--- config.mk ---
export PLATFORM = sky130hd
export DESIGN_NAME = scrt_front
export DESIGN_NICKNAME = d
export VERILOG_FILES = /design/src/rtl/sensor_coverage_revisit_tracker_defines.svh /design/src/rtl/scrt_pkg.sv /design/src/rtl/scrt_front.sv
export SDC_FILE = /design/constraint.sdc
export NUM_CORES = 1
export LEC_CHECK = 0
export ABC_AREA = 0
export BUFFER_PORTS_ARGS = -buffer_cell sky130_fd_sc_hd__buf_2
export CORE_AREA = 2 2 157 159
export CTS_CLUSTER_SIZE = 28
export DETAILED_ROUTE_END_ITERATION = 10
export DIE_AREA = 0 0 159 161
export SYNTH_ARGS = -nofsm -noshare
export SYNTH_HDL_FRONTEND = slang
export SYNTH_SLANG_ARGS = --single-unit
--- constraint.sdc ---
create_clock -name i_clk -period 10.95 [get_ports i_clk]
set_input_delay 0 -clock i_clk [delete_from_list [all_inputs] [get_ports i_clk]]
set_output_delay 0 -clock i_clk [all_outputs]
set_load 0.01 [all_outputs]
--- src/rtl/sensor_coverage_revisit_tracker_defines.svh ---
// Assertion macros for the coverage revisit tracker.
// Used by the top level only; no other dependencies.
`ifndef SENSOR_COVERAGE_REVISIT_TRACKER_DEFINES_SVH
`define SENSOR_COVERAGE_REVISIT_TRACKER_DEFINES_SVH

// antecedent holds -> consequent in the same cycle
`define SCRT_ASSERT_NOW(lbl, clk, rst_n, ante, cons) \
    lbl: assert property (@(posedge clk) disable iff (!rst_n) (ante) |-> (cons)) \
        else $error("scrt assertion failed");

// antecedent holds -> consequent in the next cycle
`define SCRT_ASSERT_NEXT(lbl, clk, rst_n, ante, cons) \
    lbl: assert property (@(posedge clk) disable iff (!rst_n) (ante) |=> (cons)) \
        else $error("scrt assertion failed");

`endif

--- src/rtl/scrt_pkg.sv ---
// Shared constants and types for the coverage revisit tracker.
// No dependencies.
`timescale 1ns / 1ps
package scrt_pkg;
    localparam int MAX_CELLS  = 4096;
    localparam int CELL_AW    = $clog2(MAX_CELLS);
    localparam int CELLS_W    = $clog2(MAX_CELLS + 1);
    localparam int ANGLE_BITS = 16;
    localparam int TRIG_W     = 18;
    localparam int TRIG_LAT   = 5;
    localparam int QDEPTH     = 2;
    localparam int QAW        = $clog2(QDEPTH);
    localparam int QCW        = $clog2(QDEPTH + 1);
    localparam logic [ANGLE_BITS-1:0] QUARTER = ANGLE_BITS'(1 << (ANGLE_BITS - 2));

    localparam logic [1:0] OP_LOAD  = 2'd0;
    localparam logic [1:0] OP_TICK  = 2'd1;
    localparam logic [1:0] OP_QUERY = 2'd2;
    localparam logic [1:0] OP_NONE  = 2'd3;

    localparam logic [1:0] CFG_THRESHOLD = 2'd0;
    localparam logic [1:0] CFG_CELLS     = 2'd1;

    typedef struct packed {
        logic [1:0]         operation;
        logic [CELL_AW-1:0] cell_index;
        logic [15:0]        cell_lat;
        logic [15:0]        cell_lon;
        logic [31:0]        time_now;
        logic [15:0]        sat_lat;
        logic [15:0]        sat_lon;
    } t_cmd;

    typedef struct packed {
        logic idle;
        logic load_wr;
        logic walk_wr;
        logic q_done;
    } t_bstat;
endpackage

--- src/rtl/scrt_front.sv ---
// Front end: accepts input words, drops unused operations, queues commands.
// Depends on scrt_pkg.
`timescale 1ns / 1ps
module scrt_front
    import scrt_pkg::*;
(
    input  logic i_clk,
    input  logic i_rst_n,
    input  logic i_valid,
    output logic o_stall,
    input  t_cmd i_cmd,
    output t_cmd o_cmd,
    output logic o_cmd_valid,
    input  logic i_pop
);
    t_cmd           r_q [QDEPTH];
    logic [QAW-1:0] r_wp, r_rp;
    logic [QCW-1:0] r_cnt;
    logic           acc, push, pop;

    assign o_stall     = (r_cnt == QCW'(QDEPTH));
    assign acc         = i_valid && !o_stall;
    assign push        = acc && (i_cmd.operation != OP_NONE);
    assign o_cmd_valid = (r_cnt != '0);
    assign pop         = i_pop && o_cmd_valid;
    assign o_cmd       = r_q[r_rp];

    always_ff @(posedge i_clk) begin
        if (push) begin
            r_q[r_wp] <= i_cmd;
        end
        if (!i_rst_n) begin
            r_wp  <= '0;
            r_rp  <= '0;
            r_cnt <= '0;
        end else begin
            if (push) begin
                r_wp <= QAW'((r_wp + 1'b1) % QDEPTH);
            end
            if (pop) begin
                r_rp <= QAW'((r_rp + 1'b1) % QDEPTH);
            end
            r_cnt <= QCW'(r_cnt + QCW'(push) - QCW'(pop));
        end
    end
endmodule

==> flow_summary_export.csv <==
group,metric,value,unit
power_and_ir_drop,p_leak,4.35,nW
synth,ys.flop_type,"edfxtp_1",
clocking,htreeDepth,1,
synth,yosysSeqAreaShare,81.5,%
clocking,cts_setup_buffers,0,
clocking,cts_tree,"built",
floorplanning,die_w,159,µm
timing,setup_viol,0,
route,via_per_inst,4.39,
setup_path,crit_type,"register to register",
synth,syn-num-nets,484,
setup_path,worst-path-max-fanout,77,
global_route,grt_start_max_net_pins,78,
global_route,antenna_found_initial,1,
setup_path,cp_data_required_time,11.07,ns
clocking,root_buffer,"clkbuf_16",
synth,synth_top_cells_by_count,"220 x edfxtp_1, 110 x mux2_2, 11 x buf_6",
clocking,clock_path_buffers,3,
worst_hold_path,hp-class,"primary input to register",
finish,multi_input_area,0.00140,mm²
synth,synthArstFlopShare,0,%
timing,drv_slew,0,
setup_path,crit_path_start_kind,"register",
timing,fin_worst_skew,0.00762,ns
global_route,grt_use_total,12.9,%
finish,ff_latch_area,0.00671,mm²
timing,fmax,0.340,GHz
setup_path,worst_setup_path_end_kind,"register",
route,route.detailed.drc,0,
placement,io_buffers,225,
setup_path,worstPathArrival,3.06,ns
floorplanning,rows,57,
clocking,ctsResizeCount,0,
power_and_ir_drop,ir_worst_vdd,0.000134,V
route,firstDrtPassIters,4,
clocking,numCtsBuffers,24,
synth,synth_cells,368,
flow_run,cap_violations,0,
route,vias,4681,
timing,tightest_slew,1.07,ns
placement,dp_hpwl,10300,µm
synth,synthesis.area,0.00823,mm²
finish,nets,840,
route,ant_nets,0,
timing,hold_slack,0.214,ns
timing,fin_crit,2.94,ns
power_and_ir_drop,p_per_area,213,mW/mm²
synth,yosys-top-cells-area,"edfxtp_1 80%, mux2_2 15%, buf_6 1.5%, dfxtp_1 1.2%, xnor2_1 0.32%",
timing,grt_setup_unrepaired,"no",
synth,yosysMostFrequentCell,"edfxtp_1",
global_route,grt_pass1_wl,26400,µm
floorplanning,placeableCoreArea,0.0240,mm²
floorplanning,floorplan.initialDensity,34.3,%
global_route,grt-ovfl-total,0,
synth,ys_seq_elements,225,
clocking,path_clk_slew,0.06,ns
finish,syn_to_final_growth,41.9,%
timing,tns,0,ns
route,wl,17000,µm
synth,yosys_warnings,0,
route,drt-initial-drc-count,203,
outcome,status,"finished, final reports clean",
synth,synth_edf_count,220,
synth,yosysTopAreaCell,"edfxtp_1",
timing,hold_viol,0,
synth,synth.distinct_cells,17,
global_route,grt_pass1_vias,5213,
finish,fillers,2053,
timing,period_share,26.9,%
clocking,clock_sinks,225,
timing,relSlewSlack,28.9,%
clocking,insertion_delay,0.51,ns
placement,routabilityCongestion,0.707,
route,drt-wirelength-per-cell,15.9,µm
finish,drive_gt1_share,52.3,%
floorplanning,dieHeight,161,µm
finish,fin_util,48.7,%
floorplanning,die_area,0.0256,mm²
floorplanning,ios,226,
synth,synth_top_cell_area_share,80.3,%
synth,syn_area_per_cell,22.4,µm²
logic make-up after synthesis:
kind of cell	Yosys count	share of synthesized area, %
flip-flops	225	81.5
multiplexers	111	15.2
buffers and inverters	14	1.66
AND/OR/NAND/NOR	12	0.943
XOR/XNOR	3	0.319
adder cells (fa/ha/maj)	2	0.304
AO/OA/AOI/OAI	1	0.0913
state kept, by name (all words and copies together) (netlist names), named ones only:
signal / cells
r_q: 220
r_cnt: 2
r_rp: 1
r_wp: 1
placed cells by master (no fill, tap or decap), drive strengths merged:
cell type,n
buf,229
or2,1
ha,2
clkinvlp,6
mux2,110
xnor2,3
o21a,1
clkinv,7
and2,2
nand2,3
nor2,2
nand3b,1
clkbuf,25
inv,3
edfxtp,220
dlygate4sd3,113
bufinv,5
and2b,1
mux2i,1
diode,1
dfxtp,5
nor2b,2
metrics by stage:
stage                     instances  cell area [µm²]  setup WS, ns  total power [mW]
after floorplan                 368             8230          5.04              1.45
after global placement          909             9680          8.03              1.61
after detailed placement        909             9680          7.92              1.62
after CTS                      1066            11700          7.90              2.53
after global routing           1067            11700          7.75              2.60
final                          1067            11700          8.01              2.48
final timing paths:
kind / startpoint / end / depth (start not counted) / slack (ns)
min: i_cmd[32] / r_q[0][32] / 2 / 0.21
max: r_cnt[0] / r_q[1][6] / 4 / 8.01
min reg2reg: r_wp / r_wp / 2 / 0.51
max reg2reg: r_cnt[0] / r_q[1][6] / 4 / 8.01
power breakdown:
part	total, mW	internal, mW	switching (mW)
registers	1.10	1.06	0.0434
clock network	0.861	0.535	0.326
logic	0.522	0.262	0.261
total	2.48	1.85	0.630
repair_timing:
item,CTS,global route
hold buffers,113,0
endpoints found under the setup margin,0,0
endpoints found under the hold margin,225,0
critical path: stages (launching register included):
cell	delay (ns)
dfxtp_1	0.37
and2b_1	0.21
nand3b_4	0.21
nor2_4	0.77
buf_4	0.96
layout make-up:
class,count,area share (%)
sequential,225,57.5
timing repair buffer,342,19.6
multi-input combinational,129,12.0
clock buffer,25,5.36
tap,324,3.47
clock inverter,19,2.05
inverter,2,0.0643
antenna,1,0.0214
per-layer routing:
| metal | wire, µm | up-vias | track usage, % |
|---|---|---|---|
| met5 | 0 | - | 0 |
| li1 | - | 2177 | - |
| met2 | 8540 | 189 | 23.0 |
| met3 | 1310 | 48 | 3.85 |
| met4 | 515 | 0 | 4.92 |
| met1 | 6590 | 2267 | 14.5 |
Power figures use the tool's default switching activity.
